### config.mk
export PLATFORM = sky130hd
export DESIGN_NAME = argument_tokenizer
export DESIGN_NICKNAME = d
export VERILOG_FILES = /design/src/argtok_pkg.sv /design/src/argument_tokenizer.sv
export SDC_FILE = /design/constraint.sdc
export NUM_CORES = 1
export LEC_CHECK = 0
export BUFFER_PORTS_ARGS = -buffer_cell sky130_fd_sc_hd__buf_2
export CAP_MARGIN = 20
export CELL_PAD_IN_SITES_DETAIL_PLACEMENT = 0
export CELL_PAD_IN_SITES_GLOBAL_PLACEMENT = 1
export CORE_UTILIZATION = 48
export CTS_CLUSTER_SIZE = 25
export DETAILED_ROUTE_END_ITERATION = 8
export HOLD_SLACK_MARGIN = 0.08
export PLACE_DENSITY_LB_ADDON = 0.2
export SETUP_SLACK_MARGIN = 0.3
export SYNTH_ARGS = -nofsm -noshare
export SYNTH_HDL_FRONTEND = slang
export SYNTH_SLANG_ARGS = --single-unit
### constraint.sdc
create_clock -name clk_i -period 4.46 [get_ports clk_i]
set_input_delay 0.223 -clock clk_i [delete_from_list [all_inputs] [get_ports clk_i]]
set_output_delay 0.223 -clock clk_i [all_outputs]
set_load 0.005 [all_outputs]
### src/argtok_pkg.sv
// Package for the argument tokenizer: status codes, record kinds, character constants
// and the queued result entry type. No dependencies.
package argtok_pkg;

  localparam int MaxTextDefault   = 256;
  localparam int MaxTokensDefault = 16;

  localparam logic [7:0] SpaceChar = 8'h20;
  localparam logic [7:0] TabChar   = 8'h09;
  localparam logic [7:0] PrintLo   = 8'h20;
  localparam logic [7:0] PrintHi   = 8'h7E;

  typedef enum logic [1:0] {
    ST_OK       = 2'd0,
    ST_TOO_LONG = 2'd1,
    ST_TOO_MANY = 2'd2,
    ST_BAD_BYTE = 2'd3
  } status_e;

  typedef enum logic {
    KIND_TOKEN  = 1'b0,
    KIND_STATUS = 1'b1
  } kind_e;

  // Everything one request produces: an optional token record and an optional status record.
  typedef struct packed {
    logic       tok_valid;
    logic [3:0] tok_index;
    logic [7:0] tok_offset;
    logic [8:0] tok_length;
    logic [4:0] tok_total;
    logic       stat_valid;
    status_e    stat_status;
    logic [4:0] stat_total;
  } result_t;

endpackage

### src/argument_tokenizer.sv
// Argument tokenizer top level: byte-serial whitespace splitter with a two-entry result queue.
// Depends on argtok_pkg.
//
//   channel | handshake                  | payload
//   --------+----------------------------+---------------------------------------------------
//   in      | in_valid_i / in_ready_o    | text_byte_i, byte_present_i, end_of_text_i
//   out     | out_valid_o / out_ready_i  | record_kind_o, token_index_o, token_offset_o,
//           |                            | token_length_o, parse_status_o, token_total_o,
//           |                            | last_record_o
//
// One request is taken per cycle while in_ready_o is high. Its whole effect on the
// scan state is computed in the cycle it is accepted, and its records land in the
// result queue on the same edge; they show on the output once their entry is the head.
// A request that yields both a token and a status record presents the token first and
// then the status record; one that yields nothing never touches the queue.
// Input ready drops only while both queue entries are occupied; reset needs no sweep.
module argument_tokenizer
  import argtok_pkg::*;
#(
  parameter int MAX_TEXT   = MaxTextDefault,
  parameter int MAX_TOKENS = MaxTokensDefault
) (
  input  logic       clk_i,
  input  logic       rst_ni,
  input  logic       in_valid_i,
  output logic       in_ready_o,
  input  logic [7:0] text_byte_i,
  input  logic       byte_present_i,
  input  logic       end_of_text_i,
  output logic       out_valid_o,
  input  logic       out_ready_i,
  output logic       record_kind_o,
  output logic [3:0] token_index_o,
  output logic [7:0] token_offset_o,
  output logic [8:0] token_length_o,
  output logic [1:0] parse_status_o,
  output logic [4:0] token_total_o,
  output logic       last_record_o
);

  // The position counter must hold MAX_TEXT + 1, the saturated "too long" value.
  localparam int PosW = $clog2(MAX_TEXT + 2);
  // The token counter must hold MAX_TOKENS itself.
  localparam int CntW = $clog2(MAX_TOKENS + 1);

  // Scan state.
  logic [PosW-1:0] pos_q, pos_d;
  logic            inside_q, inside_d;
  logic [PosW-1:0] start_q, start_d;
  logic [CntW-1:0] cnt_q, cnt_d;
  status_e         err_q, err_d;

  logic            accept;
  logic            is_sep;
  logic            printable;
  logic            in_range;
  logic            too_long;
  result_t         ent;

  assign accept    = in_valid_i && in_ready_o;
  assign is_sep    = (text_byte_i == SpaceChar) || (text_byte_i == TabChar);
  assign printable = (text_byte_i >= PrintLo) && (text_byte_i <= PrintHi);
  assign in_range  = pos_q < PosW'(MAX_TEXT);

  // Next scan state and the records this request produces.
  always_comb begin
    pos_d    = pos_q;
    inside_d = inside_q;
    start_d  = start_q;
    cnt_d    = cnt_q;
    err_d    = err_q;
    ent      = '0;
    too_long = 1'b0;

    if (byte_present_i) begin
      if (in_range) begin
        if (err_q == ST_OK) begin
          if (is_sep) begin
            // A separator closes an open token.
            if (inside_q) begin
              ent.tok_valid  = 1'b1;
              ent.tok_index  = 4'(cnt_q);
              ent.tok_offset = 8'(start_q);
              ent.tok_length = 9'(pos_q - start_q);
              ent.tok_total  = 5'(cnt_q + 1'b1);
              cnt_d          = cnt_q + 1'b1;
              inside_d       = 1'b0;
            end
          end else begin
            // The token limit is checked before the byte itself is checked.
            if (!inside_q) begin
              if (cnt_q >= CntW'(MAX_TOKENS)) begin
                err_d = ST_TOO_MANY;
              end else begin
                inside_d = 1'b1;
                start_d  = pos_q;
              end
            end
            if ((err_d == ST_OK) && !printable) begin
              err_d    = ST_BAD_BYTE;
              inside_d = 1'b0;
            end
          end
        end
        pos_d = pos_q + 1'b1;
      end else begin
        // Bytes past the limit are only counted, and the count saturates.
        pos_d = PosW'(MAX_TEXT + 1);
      end
    end

    if (end_of_text_i) begin
      too_long = pos_d > PosW'(MAX_TEXT);
      // A token still open at the end of the string closes here, unless an error hit.
      if (inside_d && (err_d == ST_OK) && !too_long) begin
        ent.tok_valid  = 1'b1;
        ent.tok_index  = 4'(cnt_d);
        ent.tok_offset = 8'(start_d);
        ent.tok_length = 9'(pos_d - start_d);
        ent.tok_total  = 5'(cnt_d + 1'b1);
        cnt_d          = cnt_d + 1'b1;
      end
      ent.stat_valid  = 1'b1;
      ent.stat_status = too_long ? ST_TOO_LONG : err_d;
      ent.stat_total  = 5'(cnt_d);
      // The next string starts from a clean state.
      pos_d    = '0;
      inside_d = 1'b0;
      start_d  = '0;
      cnt_d    = '0;
      err_d    = ST_OK;
    end
  end

  always_ff @(posedge clk_i or negedge rst_ni) begin
    if (!rst_ni) begin
      pos_q    <= '0;
      inside_q <= 1'b0;
      start_q  <= '0;
      cnt_q    <= '0;
      err_q    <= ST_OK;
    end else if (accept) begin
      pos_q    <= pos_d;
      inside_q <= inside_d;
      start_q  <= start_d;
      cnt_q    <= cnt_d;
      err_q    <= err_d;
    end
  end

  // Result queue: two entries, each holding all records of one request. A head entry
  // with both records shows the token first (half_q low) and then the status record.
  result_t     q_q [2];
  logic        wr_ptr_q, rd_ptr_q;
  logic [1:0]  fill_q, fill_d;
  logic        half_q, half_d;
  logic        push, pop;
  logic        show_tok;
  result_t     head;

  assign in_ready_o  = fill_q != 2'd2;
  assign out_valid_o = fill_q != 2'd0;
  assign push        = accept && (ent.tok_valid || ent.stat_valid);
  assign head        = q_q[rd_ptr_q];
  assign show_tok    = head.tok_valid && !half_q;
  assign pop         = out_valid_o && out_ready_i && (!show_tok || !head.stat_valid);

  always_comb begin
    fill_d = fill_q;
    unique case ({push, pop})
      2'b10:   fill_d = fill_q + 2'd1;
      2'b01:   fill_d = fill_q - 2'd1;
      default: fill_d = fill_q;
    endcase
    half_d = half_q;
    if (pop) begin
      half_d = 1'b0;
    end else if (out_valid_o && out_ready_i && show_tok) begin
      half_d = 1'b1;
    end
  end

  always_ff @(posedge clk_i or negedge rst_ni) begin
    if (!rst_ni) begin
      wr_ptr_q <= 1'b0;
      rd_ptr_q <= 1'b0;
      fill_q   <= 2'd0;
      half_q   <= 1'b0;
    end else begin
      if (push) begin
        wr_ptr_q <= ~wr_ptr_q;
      end
      if (pop) begin
        rd_ptr_q <= ~rd_ptr_q;
      end
      fill_q <= fill_d;
      half_q <= half_d;
    end
  end

  always_ff @(posedge clk_i) begin
    if (push) begin
      q_q[wr_ptr_q] <= ent;
    end
  end

  // Output fields: the token record or the status record of the head entry.
  always_comb begin
    if (show_tok) begin
      record_kind_o  = KIND_TOKEN;
      token_index_o  = head.tok_index;
      token_offset_o = head.tok_offset;
      token_length_o = head.tok_length;
      parse_status_o = ST_OK;
      token_total_o  = head.tok_total;
      last_record_o  = 1'b0;
    end else begin
      record_kind_o  = KIND_STATUS;
      token_index_o  = '0;
      token_offset_o = '0;
      token_length_o = '0;
      parse_status_o = head.stat_status;
      token_total_o  = head.stat_total;
      last_record_o  = 1'b1;
    end
  end

endmodule

### Word-level counts from Yosys, hierarchy flattened

Memories as Yosys holds them, arrays and structs flattened.
Index checks and enable logic that the tools add are counted.

* bits in writable memories: 70
* register bits: 31
* memories kept: 1
* logic and storage cells: 109
* output and inout bits: 32

Memories
* q_q: depth 2, width 35, read ports 1, clocked after Yosys merged registers in 0, wr ports 1, RTL line argument_tokenizer.sv:153 `result_t q_q [2];`

* mux-type cells: 56
* bitwise gates (word level): 2
* reduce and logical (&&, ||, !) cells: 24
* magnitude comparators: 5
* $add $sub $neg: 7
* equality and inequality tests: 5

Operator list (number)
* two-way mux 27 bit: 6
* two-way mux 9 bit: 11
* two-way mux 5 bit: 8
* two-way mux 35 bit: 1
* two-way mux 2 bit: 14
* subtractor 9 bit: 2
* two-way mux 1 bit: 13
* adder 5 x 1 -> 5 bit (second input constant): 2
* logical AND 1 bit: 10
* adder 9 x 1 -> 9 bit (second input constant): 1
* greater-than comparator 9 bit (second input constant): 1
* < comparator 9 bit (second input constant): 1
* equality test 8 x 4 -> 1 bit (second input constant): 1
* equality test 8 x 6 -> 1 bit (second input constant): 1
* greater-or-equal comparator 8 x 6 -> 1 bit (second input constant): 1
* less-or-equal comparator 8 x 7 -> 1 bit (second input constant): 1
* two-way mux 8 bit: 1
* zero test 2 bit: 3
* nonzero test 2 bit: 3
* greater-or-equal comparator 5 bit (second input constant): 1
* zero test 1 bit: 5
* two-way mux 4 bit: 1
* one-hot mux 2 bit (2 select lines): 1
* logical OR 1 bit: 3
* 6 further kinds: 7

### Depth between registers and ports, before layout

* depth in word-level cells: 23
* mapped depth: 16
* mapped depth without buffers: 15

### Worst setup path before layout

OpenSTA, ideal clock, no wires.

* path type: register to register
* start: reg pos_q[8]
* end: mem q_q[0][0] (netlist name), enable pin
* data required time: 4.033 ns
* arrival time: 2.985 ns
* cell stages (with the launch flop): 7
* slack: 1.048 ns
* path buffers: 1
* path through: dfrtp_1 -> buf_2 -> nor4b_4 -> nand2_1 -> nor2_1 -> o21ai_0 -> nor2_1

* longest elaborated chain between the ends: 12

Ends and longest elaborated chain
* start, declared: RTL line argument_tokenizer.sv:47 `logic [PosW-1:0] pos_q, pos_d;`
* start signal, assigned: RTL line argument_tokenizer.sv:143 `pos_q <= pos_d;`
* adder 9 x 1 -> 9 bit or < comparator 9 bit (tied branches): RTL line argument_tokenizer.sv:105, argument_tokenizer.sv:63
* two-way mux 9 bit or two-way mux 2 bit (tied branches): RTL line argument_tokenizer.sv:76 `if (in_range) begin`
* two-way mux 9 bit or two-way mux 2 bit (tied branches): RTL line argument_tokenizer.sv:75 `if (byte_present_i) begin`
* greater-than comparator 9 bit or zero test 2 bit (tied branches): RTL line argument_tokenizer.sv:113, argument_tokenizer.sv:115
* zero test 1 bit or logical AND 1 bit (tied branches): RTL line argument_tokenizer.sv:115 `if (inside_d && (err_d == ST_OK) && !too_long) begin`
* logical AND 1 bit: RTL line argument_tokenizer.sv:115
* two-way mux 27 bit: RTL line argument_tokenizer.sv:115
* two-way mux 35 bit (*): RTL line argument_tokenizer.sv:112 `if (end_of_text_i) begin`
* logical OR 1 bit (*): RTL line argument_tokenizer.sv:163 `assign push = accept && (ent.tok_valid || ent.stat_valid);`
* logical AND 1 bit (*): RTL line argument_tokenizer.sv:163
* two-way mux 1 bit (*): RTL line argument_tokenizer.sv:202 `if (push) begin`
* two-way mux 1 bit (not written as such) (*): RTL line argument_tokenizer.sv:203 `q_q[wr_ptr_q] <= ent;`
* end, declared: RTL line argument_tokenizer.sv:153

Mark *: on every way between the ends. The rest lies on a longest branch, timed or not.

==> PnR_summary.wiki <==
{| class="wikitable"
! Metric !! Value
|-
| DR vias || 3918
|-
| Routed length per instance || 17.7 um
|-
| Standard-cell row count || 38
|-
| Depth of the critical timing path with buffers and inverters included || 15
|-
| Logic pwr share || 35.6%
|-
| Static leakage || 2.47 nW
|-
| Post-synth EDFFs || 70
|-
| Clock-pin slew of the registers on the worst-case setup and hold paths || 0.07 ns
|-
| Die Outline Area || 12100 sq um
|-
| Maximum fanout encountered on the critical timing path || 11
|-
| Grt met2 use || 33.0%
|-
| Met1 demand-to-capacity share in global routing || 31.7%
|-
| Most common cell after layout, fill and taps aside || sky130_fd_sc_hd__edfxtp_1
|-
| Worst-skew pair later-pin latency || 0.34 ns
|-
| First DRT Iteration DRCs || 250
|-
| Reg2Reg Depth || 15
|-
| Ordered cell list for the critical path || nor2b_1 > nand2_1 > nor4_4 > mux2i_1 > inv_1 > ha_1 > inv_1 > fa_1 > a21o_1 > a21oi_1 > o211ai_1 > a21o_1 > a21oi_1 > xnor2_1 > o22ai_1
|-
| Ratio of total power to cell area || 514 nW/um^2
|-
| Die H || 110 um
|-
| Deepest level of the CTS H-tree || 3
|-
| Crit Reg-Reg Startpoint || pos_q[8]
|-
| Final cell count without fillers || 675
|-
| CTS Sinks || 101
|-
| Cts bufs inserted || 9
|-
| Met3 layer usage reported by global route || 3.50%
|-
| Length of the first detailed-routing pass in iterations || 5
|-
| Critical path capture point type || register
|-
| Number of diodes || 0
|-
| Internal power component || 2.14 mW
|-
| Crit. Startpoint || pos_q[8]
|-
| Routed wire length || 11900 um
|-
| Min Tclk post-route || 3.88 ns
|-
| Fin. max-slew vios || 0
|-
| Post-synthesis async set-or-reset flop share || 30.7%
|-
| Fillcell total || 964
|-
| Critical Setup Path Class || register to register
|-
| Number of top-level design ports || 46
|-
| Number of buffers inserted by post-CTS setup repair || 0
|-
| Post-synthesis sequential area ratio || 51.6%
|-
| Crit Reg-Reg Endpoint || q_q[0][21]
|-
| Setup TNS || 0 ns
|-
| Max VDD drop || 293 uV
|-
| R2R setup slack || 0.58 ns
|-
| Number of nets produced by synthesis || 530
|-
| Cell with the largest stage delay on the worst path || sky130_fd_sc_hd__dfrtp_1
|-
| Status || complete, no violations
|-
| Clock share of power || 25.9%
|-
| Area Overhead vs Synth || 11.9%
|-
| Fraction of final layout cells sized beyond drive strength 1 || 17.2%
|-
| Crit path launch type || register
|-
| End-of-flow core utilization || 56.3%
|-
| Max-Slew Margin vs Limit || 47.2%
|-
| Overall global routing resource usage || 21.5%
|-
| First-pass GRT wire length || 19300 um
|-
| Most frequent cells in the layout || sky130_fd_sc_hd__edfxtp_1, sky130_fd_sc_hd__buf_2, sky130_fd_sc_hd__nor2_1
|-
| Starting density of the core || 50.3%
|-
| RSZ-0062 raised after global routing || false
|-
| Worst path required time || 4.52 ns
|-
| Most crowded layer after global routing || met2
|-
| Arrival @ worst endpoint || 3.94 ns
|-
| Placed Instances || 658
|-
| Half-perimeter wire length after detailed placement || 8380 um
|-
| Top Family by Delay on Critical Path || compound AO/OA/AOI/OAI gates
|-
| Critical path's largest stage delay || 0.50 ns
|-
| Root Driver || sky130_fd_sc_hd__clkbuf_16
|-
| Final #Nets || 568
|-
| Weighted congestion reported at the end of routability-driven placement || 0.866
|-
| Total buffers and inverters traversed by the critical path || 2
|-
| Die width || 110 um
|-
| Primary flip-flop cell chosen by synthesis mapping || sky130_fd_sc_hd__edfxtp_1
|-
| Count of synthesis-stage warnings from yosys || 0
|-
| Final Setup Violations || 0
|-
| Via density per instance || 5.80
|-
| Maximum number of pins on one net before global-route repair || 36
|-
| Post-route antenna net violation count || 0
|-
| Tightest Pin Transition || 0.790 ns
|-
| Power spent charging and discharging nets || 1.07 mW
|-
| Class of the tightest hold or removal check || input port to register
|-
| Proportion of total power due to net switching || 33.3%
|-
| Number of hold-slack violations in the final timing report || 0
|-
| Core outline area || 11100 sq um
|-
| Synthesized area per cell || 11.3 sq um
|-
| Synth unique cells || 61
|-
| Final worst-path cycle share || 86.9%
|-
| Number of remaining DRC errors || 0
|-
| Cell Area, Synth || 5580 sq um
|-
| Peak clock frequency supported by timing || 258 MHz
|-
| Relative contribution of sequential cells to total power || 38.6%
|-
| End point of the critical path || q_q[0][21]
|-
| PortBufs || 45
|-
| Number of antenna violations at the first check in global routing || 0
|-
| Buffers from clock root to sink, at most || 2
|-
| Remaining global-route overflow || 0
|-
| Max-cap violations || 0
|-
| Mapped Cells || 492
|-
| Synth Register Bits || 101
|-
| Worst clock skew || 0.0133 ns
|-
| Vias in the first global route || 3709
|-
| CTS tree || yes
|}
-- metal layers --
metal  part of all wire (%)  vias to the layer above
li1                       -                     1891
met1                     51                     1909
met2                     44                      110
met3                    3.7                        8
met4                   0.87                        0
met5                      0                        -
-- repair_timing --
item | in CTS | in global routing
hold buffers | 1 | 0
resized for setup | 0 | 1
setup endpoints to repair | 0 | 2
hold endpoints to repair | 31 | 0
-- kinds of logic after synthesis --
kind of cell	Yosys count	share of synthesized area, %
flops	101	51.6
buf+inv	49	3.82
xor+xnor	29	4.69
fa+ha+maj	24	5.66
simple gates	140	13.3
mux	42	8.80
compound gates	107	12.1
-- stage by stage --
stage	setup slack [ns]	instance area [sq um]	hold slack [ns]	power [mW]
after CTS	0.470	6230	0.164	3.22
after global placement	0.638	5910	0.328	2.37
final	0.583	6240	0.177	3.21
after detailed placement	0.498	5910	0.327	2.39
after floorplan	1.05	5580	-0.0726	2.07
after global routing	0.365	6240	0.189	3.40
-- worst min path at each step --
stage                      startpoint        end  slack, ns  cells past startpoint
after global placement         rst_ni  fill_q[1]       0.33                      1
after floorplan                rst_ni   cnt_q[0]      -0.07                      0
after detailed placement       rst_ni  fill_q[0]       0.33                      1
final                     out_ready_i     half_q       0.18                      3
after global routing      out_ready_i     half_q       0.19                      3
after CTS                 out_ready_i     half_q       0.16                      3
-- area by class of cell --
| class | instances | area [sq um] | area share [%] |
|---|---|---|---|
| inverters | 25 | 93.8 | 1.50 |
| well taps | 140 | 175 | 2.81 |
| repair buffers | 51 | 273 | 4.37 |
| flip-flops and latches | 101 | 2880 | 46.1 |
| clock buffers | 11 | 233 | 3.73 |
| multi-input cells | 342 | 2500 | 40.1 |
| clock inverters | 5 | 82.6 | 1.32 |
-- registers in the layout, summed over array words and instances (netlist names) --
register	count
cnt_q	5
err_q	2
fill_q	2
half_q	1
inside_q	1
pos_q	9
q_q	70
rd_ptr_q	1
start_q	9
wr_ptr_q	1
-- tightest hold or removal path, delay by kind of cell --
kind | cells | cell delay [ns]
compound gates | 1 | 0.08
buf+inv | 1 | 0.09
simple gates | 1 | 0.09
-- cell usage after synthesis (3+ instances only) --
cell type / n / area share (%)
sky130_fd_sc_hd__mux4_2: 5 / 2.0
sky130_fd_sc_hd__o22ai_1: 28 / 3.1
sky130_fd_sc_hd__o21ai_1: 8 / 0.72
sky130_fd_sc_hd__nand2_1: 27 / 1.8
sky130_fd_sc_hd__nor2b_1: 8 / 0.90
sky130_fd_sc_hd__nand4_1: 6 / 0.67
sky130_fd_sc_hd__or3_1: 5 / 0.56
sky130_fd_sc_hd__nand3_1: 12 / 1.1
sky130_fd_sc_hd__a21o_1: 3 / 0.40
sky130_fd_sc_hd__a22o_1: 10 / 1.6
sky130_fd_sc_hd__o21ai_0: 24 / 2.2
sky130_fd_sc_hd__a21oi_1: 18 / 1.6
sky130_fd_sc_hd__nand2b_1: 6 / 0.67
sky130_fd_sc_hd__dfrtp_1: 31 / 14
sky130_fd_sc_hd__inv_1: 25 / 1.7
sky130_fd_sc_hd__nor2_1: 41 / 2.8
sky130_fd_sc_hd__and3_1: 5 / 0.56
sky130_fd_sc_hd__edfxtp_1: 70 / 38
sky130_fd_sc_hd__clkbuf_1: 13 / 0.88
sky130_fd_sc_hd__buf_2: 5 / 0.45
sky130_fd_sc_hd__ha_1: 22 / 4.9
sky130_fd_sc_hd__and2_1: 5 / 0.56
sky130_fd_sc_hd__nor3_1: 9 / 0.81
sky130_fd_sc_hd__xnor2_1: 18 / 2.8
sky130_fd_sc_hd__xor2_1: 10 / 1.6
sky130_fd_sc_hd__mux2i_1: 34 / 6.1
-- power by group through the flow --
stage | clock network, mW | logic, mW | registers, mW
floorplan | 0 | 0.841 | 1.23
global placement | 0 | 1.12 | 1.25
detailed placement | 0 | 1.14 | 1.25
CTS | 0.844 | 1.14 | 1.23
global route | 0.877 | 1.27 | 1.25
finish | 0.830 | 1.14 | 1.24
Power figures use the tool's default switching activity.
